--- src/hdl/rfetd_pkg.sv ---
// ----------------------------------------------------------------------------
// rfetd_pkg
// Shared types and constants of the RF entity table with activity decay.
// ----------------------------------------------------------------------------
package rfetd_pkg;

  localparam int ENTITY_SLOTS_DEF = 16;

  localparam int HASH_W  = 32;
  localparam int PROTO_W = 4;
  localparam int Q_W     = 32;
  localparam int REG_W   = 16;
  localparam int OP_W    = 2;
  localparam int SLOT_W  = 4;
  localparam int CIDX_W  = 8;

  localparam int S_TDATA_W = 104;
  localparam int M_TDATA_W = 72;

  localparam logic [OP_W-1:0] OP_INGEST = 2'd0;
  localparam logic [OP_W-1:0] OP_TICK   = 2'd1;
  localparam logic [OP_W-1:0] OP_QUERY  = 2'd2;

  localparam logic [CIDX_W-1:0] REG_DECAY_RATE    = 8'd0;
  localparam logic [CIDX_W-1:0] REG_ACTIVITY_FLOOR = 8'd1;
  localparam logic [CIDX_W-1:0] REG_PING_LEVEL    = 8'd2;
  localparam logic [CIDX_W-1:0] REG_INITIAL_LEVEL = 8'd3;

  localparam logic [REG_W-1:0] DECAY_RATE_RST     = 16'd5242;
  localparam logic [REG_W-1:0] ACTIVITY_FLOOR_RST = 16'd655;
  localparam logic [REG_W-1:0] PING_LEVEL_RST     = 16'd13107;
  localparam logic [REG_W-1:0] INITIAL_LEVEL_RST  = 16'd7864;

  localparam logic [Q_W-1:0] Q_MAX = 32'h7FFF_FFFF;
  localparam logic [Q_W-1:0] Q_MIN = 32'h8000_0000;

  typedef struct packed {
    logic [HASH_W-1:0]  hash;
    logic [PROTO_W-1:0] protocol;
    logic [Q_W-1:0]     strength;
    logic [Q_W-1:0]     distance;
  } entry_t;

  typedef struct packed {
    logic done;
    logic hit;
    logic ok;
  } lookup_t;

endpackage

--- src/hdl/rfetd_div.sv ---
// ----------------------------------------------------------------------------
// rfetd_div
// Restoring divider for the distance estimate 2^32 / den, one quotient bit
// per cycle, with truncation toward zero and signed 32-bit saturation.
// ----------------------------------------------------------------------------
module rfetd_div
  import rfetd_pkg::*;
(
  input  logic                 clk,
  input  logic                 rst,
  input  logic                 start,
  input  logic signed [Q_W:0]  den,
  output logic                 done,
  output logic [Q_W-1:0]       quot
);

  localparam int DIV_BITS = Q_W + 1;
  localparam int CNT_W    = $clog2(DIV_BITS);
  localparam logic [CNT_W-1:0] CNT_TOP = CNT_W'(DIV_BITS - 1);

  logic             busy;
  logic             fin;
  logic [CNT_W-1:0] cnt;
  logic             neg;
  logic [Q_W-1:0]   mag;
  logic [Q_W-1:0]   rem;
  logic [Q_W:0]     q;
  logic [Q_W:0]     trial;
  logic             ge;
  logic [Q_W-1:0]   sat;

  // dividend is 2^32: its only set bit enters on the first step
  assign trial = {rem, (cnt == CNT_TOP)};
  assign ge    = trial >= {1'b0, mag};

  always_comb begin
    if (!neg) begin
      sat = (q[Q_W] || q[Q_W-1]) ? Q_MAX : q[Q_W-1:0];
    end else begin
      sat = (q[Q_W] || (q[Q_W-1] && (|q[Q_W-2:0]))) ? Q_MIN : (Q_W)'(-q[Q_W-1:0]);
    end
  end

  always_ff @(posedge clk) begin
    if (rst) begin
      busy <= 1'b0;
      fin  <= 1'b0;
      done <= 1'b0;
    end else begin
      fin <= 1'b0;
      if (start) begin
        done <= (den == '0);
        busy <= (den != '0);
      end else if (busy) begin
        if (cnt == '0) begin
          busy <= 1'b0;
          fin  <= 1'b1;
        end
      end else if (fin) begin
        done <= 1'b1;
      end
    end
  end

  always_ff @(posedge clk) begin
    if (start) begin
      cnt  <= CNT_TOP;
      rem  <= '0;
      neg  <= den[Q_W];
      mag  <= den[Q_W] ? (Q_W)'(-den) : den[Q_W-1:0];
      quot <= Q_MAX;
    end else if (busy) begin
      rem <= ge ? (Q_W)'(trial - {1'b0, mag}) : trial[Q_W-1:0];
      q   <= {q[Q_W-1:0], ge};
      cnt <= cnt - 1'b1;
    end else if (fin) begin
      quot <= sat;
    end
  end

endmodule

--- src/hdl/rfetd_table.sv ---
// ----------------------------------------------------------------------------
// rfetd_table
// Entity memory with a fill count; scans the filled slots for a hash match
// one read a cycle and writes the record of a committed ingest.
// ----------------------------------------------------------------------------
module rfetd_table
  import rfetd_pkg::*;
#(
  parameter  int SLOTS = ENTITY_SLOTS_DEF,
  localparam int IW    = (SLOTS > 1) ? $clog2(SLOTS) : 1
) (
  input  logic              clk,
  input  logic              rst,
  input  logic              start,
  input  logic [HASH_W-1:0] key,
  output lookup_t           res,
  output logic [IW-1:0]     slot,
  input  logic              commit,
  input  entry_t            wr_rec
);

  localparam int CW = $clog2(SLOTS + 1);

  entry_t mem [SLOTS];
  entry_t rd_q;

  logic              busy;
  logic [CW-1:0]     fill;
  logic [CW-1:0]     ptr;
  logic              chk_vld;
  logic [IW-1:0]     chk_idx;
  logic [HASH_W-1:0] key_q;
  logic              match;
  logic              at_end;
  logic              finish;
  logic              issue;

  assign match  = chk_vld && (rd_q.hash == key_q);
  assign at_end = (ptr == fill);
  assign finish = busy && (match || at_end);
  assign issue  = busy && !at_end && !match;

  always_ff @(posedge clk) begin
    if (commit) begin
      mem[slot] <= wr_rec;
    end
    rd_q <= mem[ptr[IW-1:0]];
  end

  always_ff @(posedge clk) begin
    if (rst) begin
      busy    <= 1'b0;
      chk_vld <= 1'b0;
      fill    <= '0;
      res     <= '0;
    end else begin
      if (start) begin
        busy     <= 1'b1;
        chk_vld  <= 1'b0;
        res.done <= 1'b0;
      end else begin
        chk_vld <= issue;
        if (finish) begin
          busy     <= 1'b0;
          res.done <= 1'b1;
          res.hit  <= match;
          res.ok   <= match || (fill != CW'(SLOTS));
        end
      end
      if (commit && !res.hit) begin
        fill <= fill + 1'b1;
      end
    end
  end

  always_ff @(posedge clk) begin
    if (start) begin
      ptr   <= '0;
      key_q <= key;
    end else begin
      if (issue) begin
        ptr     <= ptr + 1'b1;
        chk_idx <= ptr[IW-1:0];
      end
      if (finish) begin
        slot <= match ? chk_idx : fill[IW-1:0];
      end
    end
  end

endmodule

--- src/hdl/rf_entity_table_with_decay_top.sv ---
// ----------------------------------------------------------------------------
// rf_entity_table_with_decay_top
// Table of RF entities keyed by hash, with a Q16.16 activity level that is
// set by ingests and updated by decay ticks.
// ----------------------------------------------------------------------------
// The block takes one item at a time. A query goes straight to the output
// state, and a tick passes through the multiply and decay states first. An
// ingest runs the slot scan (one memory read a cycle over the filled slots)
// alongside a 33-step restoring divider for the distance, and goes to the
// output state once both are done. No memory clearing is needed after
// reset: a fill count marks the valid slots.
// ----------------------------------------------------------------------------
module rf_entity_table_with_decay_top
  import rfetd_pkg::*;
#(
  parameter int ENTITY_SLOTS = ENTITY_SLOTS_DEF
) (
  input  logic                  clk,
  input  logic                  rst,
  input  logic                  s_tvalid,
  output logic                  s_tready,
  // dev_hash[31:0], protocol[35:32], rssi[67:36], elapsed[99:68], zero pad
  input  logic [S_TDATA_W-1:0]  s_tdata,
  // opcode[1:0]
  input  logic [OP_W-1:0]       s_tuser,
  output logic                  m_tvalid,
  input  logic                  m_tready,
  // slot[3:0], distance[35:4], activity[67:36], zero pad
  output logic [M_TDATA_W-1:0]  m_tdata,
  // accepted[0]
  output logic [0:0]            m_tuser,
  input  logic                  cfg_valid,
  output logic                  cfg_ready,
  input  logic [CIDX_W-1:0]     cfg_index,
  input  logic [REG_W-1:0]      cfg_data
);

  localparam int IW = (ENTITY_SLOTS > 1) ? $clog2(ENTITY_SLOTS) : 1;
  localparam int PROD_W = REG_W + 1 + Q_W;

  localparam logic [2:0] ST_IDLE   = 3'd0;
  localparam logic [2:0] ST_INGEST = 3'd1;
  localparam logic [2:0] ST_MUL    = 3'd2;
  localparam logic [2:0] ST_DECAY  = 3'd3;
  localparam logic [2:0] ST_OUT    = 3'd4;

  logic [2:0]               state;
  logic [REG_W-1:0]         decay_rate;
  logic [REG_W-1:0]         activity_floor;
  logic [REG_W-1:0]         ping_level;
  logic signed [Q_W-1:0]    activity;

  logic [HASH_W-1:0]        hash_q;
  logic [PROTO_W-1:0]       proto_q;
  logic [Q_W-1:0]           rssi_q;
  logic signed [Q_W-1:0]    elapsed_q;
  logic signed [PROD_W-1:0] prod;

  logic                     res_acc;
  logic [SLOT_W-1:0]        res_slot;
  logic [Q_W-1:0]           res_dist;

  logic                     in_acc;
  logic                     ingest_start;
  logic signed [Q_W:0]      den;
  logic                     div_done;
  logic [Q_W-1:0]           div_quot;
  lookup_t                  look;
  logic [IW-1:0]            look_slot;
  logic                     commit;
  entry_t                   wr_rec;

  logic signed [Q_W:0]      decay;
  logic signed [Q_W+1:0]    act_diff;
  logic signed [Q_W-1:0]    act_decayed;

  assign s_tready     = (state == ST_IDLE);
  assign cfg_ready    = 1'b1;
  assign in_acc       = s_tvalid && s_tready;
  assign ingest_start = in_acc && (s_tuser == OP_INGEST);
  assign den          = (Q_W+1)'($signed(s_tdata[67:36])) + (Q_W+1)'(33'sd65536);
  assign commit       = (state == ST_INGEST) && look.done && div_done && look.ok;

  assign wr_rec = '{hash: hash_q, protocol: proto_q, strength: rssi_q, distance: div_quot};

  rfetd_table #(
    .SLOTS (ENTITY_SLOTS)
  ) u_table (
    .clk    (clk),
    .rst    (rst),
    .start  (ingest_start),
    .key    (s_tdata[31:0]),
    .res    (look),
    .slot   (look_slot),
    .commit (commit),
    .wr_rec (wr_rec)
  );

  rfetd_div u_div (
    .clk   (clk),
    .rst   (rst),
    .start (ingest_start),
    .den   (den),
    .done  (div_done),
    .quot  (div_quot)
  );

  assign decay    = prod[PROD_W-1:16];
  assign act_diff = (Q_W+2)'(activity) - (Q_W+2)'(decay);

  always_comb begin
    if ((Q_W+1)'(activity) > decay) begin
      act_decayed = (act_diff > (Q_W+2)'($signed({1'b0, Q_MAX}))) ? Q_MAX
                                                                 : act_diff[Q_W-1:0];
    end else begin
      act_decayed = (Q_W)'(activity_floor);
    end
  end

  always_ff @(posedge clk) begin
    if (rst) begin
      decay_rate     <= DECAY_RATE_RST;
      activity_floor <= ACTIVITY_FLOOR_RST;
      ping_level     <= PING_LEVEL_RST;
    end else if (cfg_valid && cfg_ready) begin
      unique case (cfg_index)
        REG_DECAY_RATE:     decay_rate     <= cfg_data;
        REG_ACTIVITY_FLOOR: activity_floor <= cfg_data;
        REG_PING_LEVEL:     ping_level     <= cfg_data;
        // initial level is fixed at its reset value; writes here are ignored
        REG_INITIAL_LEVEL:  ;
        default:            ;
      endcase
    end
  end

  always_ff @(posedge clk) begin
    if (rst) begin
      state    <= ST_IDLE;
      activity <= (Q_W)'(INITIAL_LEVEL_RST);
      m_tvalid <= 1'b0;
    end else begin
      if (m_tvalid && m_tready && (state != ST_OUT)) begin
        m_tvalid <= 1'b0;
      end
      unique case (state)
        ST_IDLE: begin
          if (in_acc) begin
            unique case (s_tuser)
              OP_INGEST: state <= ST_INGEST;
              OP_TICK:   state <= ST_MUL;
              default:   state <= ST_OUT;
            endcase
          end
        end
        ST_INGEST: begin
          if (look.done && div_done) begin
            if (look.ok) begin
              activity <= (Q_W)'(ping_level);
            end
            state <= ST_OUT;
          end
        end
        ST_MUL: begin
          state <= ST_DECAY;
        end
        ST_DECAY: begin
          activity <= act_decayed;
          state    <= ST_OUT;
        end
        ST_OUT: begin
          if (!m_tvalid || m_tready) begin
            m_tvalid <= 1'b1;
            state    <= ST_IDLE;
          end
        end
        default: state <= ST_IDLE;
      endcase
    end
  end

  always_ff @(posedge clk) begin
    if (in_acc) begin
      hash_q    <= s_tdata[31:0];
      proto_q   <= s_tdata[35:32];
      rssi_q    <= s_tdata[67:36];
      elapsed_q <= s_tdata[99:68];
      res_acc   <= 1'b0;
      res_slot  <= '0;
      res_dist  <= '0;
    end
    if (state == ST_MUL) begin
      prod <= $signed({1'b0, decay_rate}) * elapsed_q;
    end
    if (commit) begin
      res_acc  <= 1'b1;
      res_slot <= SLOT_W'(look_slot);
      res_dist <= div_quot;
    end
    if ((state == ST_OUT) && (!m_tvalid || m_tready)) begin
      m_tdata <= {4'b0, activity, res_dist, res_slot};
      m_tuser <= res_acc;
    end
  end

  a_one_item: assert property (@(posedge clk) disable iff (rst)
    in_acc |=> !s_tready)
    else $error("item taken while another is in flight");

  a_ping_after_ingest: assert property (@(posedge clk) disable iff (rst)
    m_tvalid && m_tuser[0] |-> m_tdata[67:36] == (Q_W)'(ping_level))
    else $error("accepted ingest does not report ping level");

  a_refused_zero: assert property (@(posedge clk) disable iff (rst)
    m_tvalid && !m_tuser[0] |-> m_tdata[35:0] == '0)
    else $error("slot or distance set on a result without ingest");

endmodule

--- config.mk ---
export PLATFORM = sky130hd
export DESIGN_NAME = rf_entity_table_with_decay_top
export DESIGN_NICKNAME = d
export VERILOG_FILES = /design/src/hdl/rfetd_pkg.sv /design/src/hdl/rfetd_div.sv /design/src/hdl/rfetd_table.sv /design/src/hdl/rf_entity_table_with_decay_top.sv
export SDC_FILE = /design/constraint.sdc
export NUM_CORES = 2
export LEC_CHECK = 0
export BUFFER_PORTS_ARGS = -buffer_cell sky130_fd_sc_hd__buf_4
export CORE_UTILIZATION = 45
export CTS_BUF_LIST = sky130_fd_sc_hd__clkbuf_4 sky130_fd_sc_hd__clkbuf_8
export CTS_CLUSTER_DIAMETER = 80
export DETAILED_ROUTE_END_ITERATION = 8
export GPL_TIMING_DRIVEN = 0
export PLACE_DENSITY = 0.65
export SKIP_LAST_GASP = 1
export SYNTH_ARGS = -nofsm -noshare
export SYNTH_HDL_FRONTEND = slang
export SYNTH_HIERARCHICAL = 1
export SYNTH_SLANG_ARGS = --single-unit
--- constraint.sdc ---
create_clock -name clk -period 17 [get_ports clk]
set_clock_uncertainty 0.2 [all_clocks]
set_input_delay 4.25 -clock clk [delete_from_list [all_inputs] [get_ports clk]]
set_output_delay 4.25 -clock clk [all_outputs]
set_load 0.01 [all_outputs]
After elaboration in Yosys (flattened, before gate mapping)

Memories as Yosys holds them, arrays and structs flattened. A register that Yosys moved wholly into a read port is not among the register bits.
Cells that the tools add are included.

Mux-type cells: 34
Order comparisons: 3
Equality and inequality tests: 17
Reductions and logical operators: 47
Multipliers: 1
$add $sub $neg: 8
Bitwise logic cells: 2

Operators by type and width:

| kind                                                                   | number |
|---|---|
| 32-bit two-way mux                                                     | 11 |
| 32-bit negator                                                         | 2 |
| 32-bit case mux with 2 select lines                                    | 1 |
| 17-bit by 32-bit multiplier with 49-bit output                         | 1 |
| 34-bit by 32-bit > comparator with 1-bit output, second input constant | 1 |
| 32-bit by 33-bit subtractor with 34-bit output                         | 1 |
| 32-bit by 18-bit adder with 33-bit output, second input constant       | 1 |
| 33-bit by 32-bit greater-or-equal comparator with 1-bit output         | 1 |
| 32-bit by 33-bit > comparator with 1-bit output                        | 1 |
| 33-bit logical NOT                                                     | 1 |
| 33-bit nonzero test                                                    | 1 |
| 32-bit == test                                                         | 1 |
| 32-bit subtractor                                                      | 1 |
| 31-bit OR reduction                                                    | 1 |
| 2-bit AND reduction                                                    | 8 |
| 1-bit logical AND                                                      | 15 |
| 3-bit case mux with 5 select lines                                     | 1 |
| 1-bit two-way mux                                                      | 14 |
| 4-bit two-way mux                                                      | 3 |
| 5-bit by 1-bit adder with 5-bit output, second input constant          | 2 |
| 3-bit two-way mux                                                      | 3 |
| 8-bit by 1-bit == test with 1-bit output, second input constant        | 1 |
| 8-bit by 2-bit == test with 1-bit output, second input constant        | 1 |
| 8-bit logical NOT                                                      | 1 |
| other kinds (22)                                                       | 38 |

Input port bits: 135
Flip-flop bits (word level): 533
Memories kept: 1
Bits in writable memories: 1600
Logic and storage cells: 148

Memory list:

| name        | words | width | read ports | clocked after memory_dff | wr ports | RTL line          | RTL |
|---|---|---|---|---|---|---|---|
| u_table.mem | 16    | 100   | 1          | 1                        | 1        | rfetd_table.sv:24 | `entry_t mem [SLOTS];` |

Depth between registers and ports, before layout

Depth in word-level cells: 6
Gate-level depth with buffers: 23
Mapped depth without buffers: 22

Hierarchy

Netlist, hierarchy kept.

Modules (own cells, without submodules):

| module                         | area each (um^2) | times used | seq. area each (um^2) | cells an instance |
|---|---|---|---|---|
| rf_entity_table_with_decay_top | 30749.5          | 1          | 8848.5                | 3023 |
| rfetd_table                    | 22326.4          | 1          | 17516.8               | 947 |
| rfetd_div                      | 8458.1           | 1          | 3443.3                | 970 |

Worst setup path before layout

No wires, ideal clock.

Path type: input -> register
From: input s_tuser[1]
To: register u_div.rem[22]
Cell stages on the path: 6
Data arrival time: 11241 ps
Slack: 5429 ps
Path buffers: 0
Library setup time: 130 ps
Cells stage by stage: nor3_1 -> inv_1 -> nand2_1 -> clkinv_1 -> a32oi_1 -> o31ai_1

Cells in the longest elaborated chain, start to end: 2

Ends and longest elaborated chain:

| item                   | RTL line                             | RTL |
|---|---|---|
| start: declaration     | rf_entity_table_with_decay_top.sv:25 | `input logic [OP_W-1:0] s_tuser,` |
| 2-bit logical NOT      | rf_entity_table_with_decay_top.sv:80 | `assign ingest_start = in_acc && (s_tuser == OP_INGEST);` |
| 1-bit logical AND      | rf_entity_table_with_decay_top.sv:80 |  |
| end signal: assignment | rfetd_div.sv:73                      | `rem <= ge ? (Q_W)'(trial - {1'b0, mag}) : trial[Q_W-1:0];` |
| end: declaration       | rfetd_div.sv:26                      | `logic [Q_W-1:0] rem;` |

Every way passes these cells.
A chain may end at the register's enable or synchronous reset.

Worst setup path after layout

From: register decay_rate[10]
To: register prod[42] (data pin)

Cells in the longest elaborated chain, start to end: 1

Ends and longest elaborated chain:

| item                                           | RTL line                              | RTL |
|---|---|---|
| start: declaration                             | rf_entity_table_with_decay_top.sv:48  | `logic [REG_W-1:0] decay_rate;` |
| start signal: assignment                       | rf_entity_table_with_decay_top.sv:127 | `REG_DECAY_RATE: decay_rate <= cfg_data;` |
| 17-bit by 32-bit multiplier with 49-bit output | rf_entity_table_with_decay_top.sv:193 | `prod <= $signed({1'b0, decay_rate}) * elapsed_q;` |
| end signal: assignment                         | rf_entity_table_with_decay_top.sv:193 |  |
| end: declaration                               | rf_entity_table_with_decay_top.sv:57  | `logic signed [PROD_W-1:0] prod;` |

Every way passes these cells.

==> flow_summary.ini <==
[power_and_ir_drop]
leakage_nw = 27.3
p_switching_mw = 6.01
seq_power_share = 0.250
combPwrFrac = 0.585
clkPwrFrac = 0.165
powerDensity_nw_per_um2 = 203
p_int_mw = 7.92
switching_share = 0.431
irDropWorstVdd_mv = 0.282

[worst_setup_path]
cp_cell_sequence = clkbuf_1, nand2_1, fa_1, inv_1, fa_1, fa_1, fa_1, fa_1, inv_1, fa_1, inv_1, ha_1, and3_1, nand4_1, a21o_1, o31ai_1, a31oi_1, o21ai_0, a21oi_1, xnor2_1
crit_fanout = 10
start_kind = flip-flop
crit_buf_inv = 4
worstSetupPathType = reg -> reg
crit_path_end_kind = flip-flop
arrival_ns = 8.71
crit_top_cell = fa_1
critPathRequiredTime_ns = 17.44
slowest_delay_ns = 0.83
cp_top_family = adder cells
cp_slowest_cell = clkbuf_1

[place]
io_buffers = 197
hpwl_um = 122000
place_ws_ns = 8.90
placed_cell_area_um2 = 65000
finalWeightedCongestion = 0.979

[final_layout]
fin_nets = 6131
layout_commonest_cell = edfxtp_1
n_fill_cell = 11584
fin_area_um2 = 68700
layout-drive-gt1-share = 0.147
fin_util = 0.515
final_cell_mix = 820 x edfxtp_1, 651 x inv_1, 528 x nand2_1, 489 x fa_1, 253 x and2_1
area_delta_synth_final_pct = 13.6

[cts]
clockRootBuffer = clkbuf_8
clk_pin_slew_ns = 0.06
numCtsBuffers = 168
clock_latency_ns = 0.93
cts_setup_buffers = 0
cts_resized = 0
clockBufferDepth = 3
cts_tree = done
h-tree-depth = 4
cts.sinks = 1025
cts_hold_buf = 0

[floorplanning]
ios = 211
die_x_um = 369
dieArea_um2 = 136000
fp-row-count = 134
die_h_um = 369
core_um2 = 133000
start_util = 0.454

[grt]
grt_pass1_vias = 39862
top_usage_layer = met2
use_met2 = 0.372
grt_pass1_wl_um = 246000
track_usage = 0.243
antenna_found_initial = 10
met1_usage = 0.342
grt_max_degree = 41
globalRouteMet3Util = 0.0532
grt_overflow = 0

[sta]
setup_viol_count_final = 0
finalHoldViolCount = 0
max-slew-margin-rel = 0.180
whs_ns = 0.214
period_share = 0.487
worst_pin_slew_ns = 1.23
worst_slack_ns = 8.73
drv_slew = 0
rsz0062_at_grt = no
fmax_ghz = 0.121
period_minus_slack_ns = 8.27

[logic_synthesis]
yosysWarnings = 6
netlist_instances = 4904
avgSynthCellArea_um2 = 12.3
netlist_area_um2 = 60500

[route]
routed_wl_um = 163000
drc = 2
wl_per_cell_um = 22.6
drt-vias-per-instance = 5.51
firstDrtPassIters = 8
route.vias.total = 39874
drtIter0Drc = 3734
antenna_left = 0

[run_status]
status = finished with violations
violations = design-rule violations

[min_path]
min_path_type = reg -> reg

[run]
maxCapViolations = 0
## path summary, 6_finish.rpt
check | start | end | slack, ns | cells after the start
worst max-delay path | decay_rate[10] | prod[42] | 8.73 | 20
worst min-delay path | res_dist[16] | m_tdata[20] | 0.21 | 0
worst max register to register | decay_rate[10] | prod[42] | 8.73 | 20
worst min register to register | res_dist[16] | m_tdata[20] | 0.21 | 0
## power groups by stage
stage          combinational [mW]  sequential (mW)  clock, mW
5_1_grt                      9.16             3.50       2.45
3_5_place_dp                 8.15             3.52          0
6_report                     8.15             3.48       2.30
4_1_cts                      8.21             3.48       2.35
3_3_place_gp                 8.05             3.53          0
2_1_floorplan                5.97             3.46          0
## metal layers
metal	up-vias	routed length, um
met3	289	14000
met4	10	5240
met2	1675	73900
met5	-	54
met1	20170	69800
li1	17730	-
## layout make-up
cell class	count	area (um2)	area share
Clock buffer	242	2960	0.0431
Tap cell	1768	2210	0.0322
Sequential cell	1025	28700	0.418
Timing Repair Buffer	241	2160	0.0314
Antenna cell	4	10.0	0.000146
Multi-Input combinational cell	3001	28400	0.413
Buffer	227	1060	0.0155
Clock inverter	70	742	0.0108
Inverter	654	2460	0.0358
## sequential cells by signal (all words and copies together), names as in the netlist, 5 cells and up
name / flops
activity: 32
activity_floor: 16
decay_rate: 16
elapsed_q: 32
hash_q: 32
m_tdata: 68
ping_level: 16
prod: 33
res_dist: 32
u_div/cnt: 6
u_div/mag: 32
u_div/q: 33
u_div/quot: 32
u_div/rem: 32
u_table/fill: 5
u_table/key_q: 32
u_table/mem: 512
u_table/ptr: 5
u_table/rd_q: 32
## through the flow
stage | total power, mW | TNS (ns) | std cells
after floorplan | 9.43 | 0 | 4907
after global placement | 11.6 | -44.54 | 6872
after detailed placement | 11.7 | 0 | 6916
after CTS | 14.0 | 0 | 7228
after global routing | 15.1 | 0 | 7229
final | 13.9 | 0 | 7232
(Power assumes the default switching activity.)
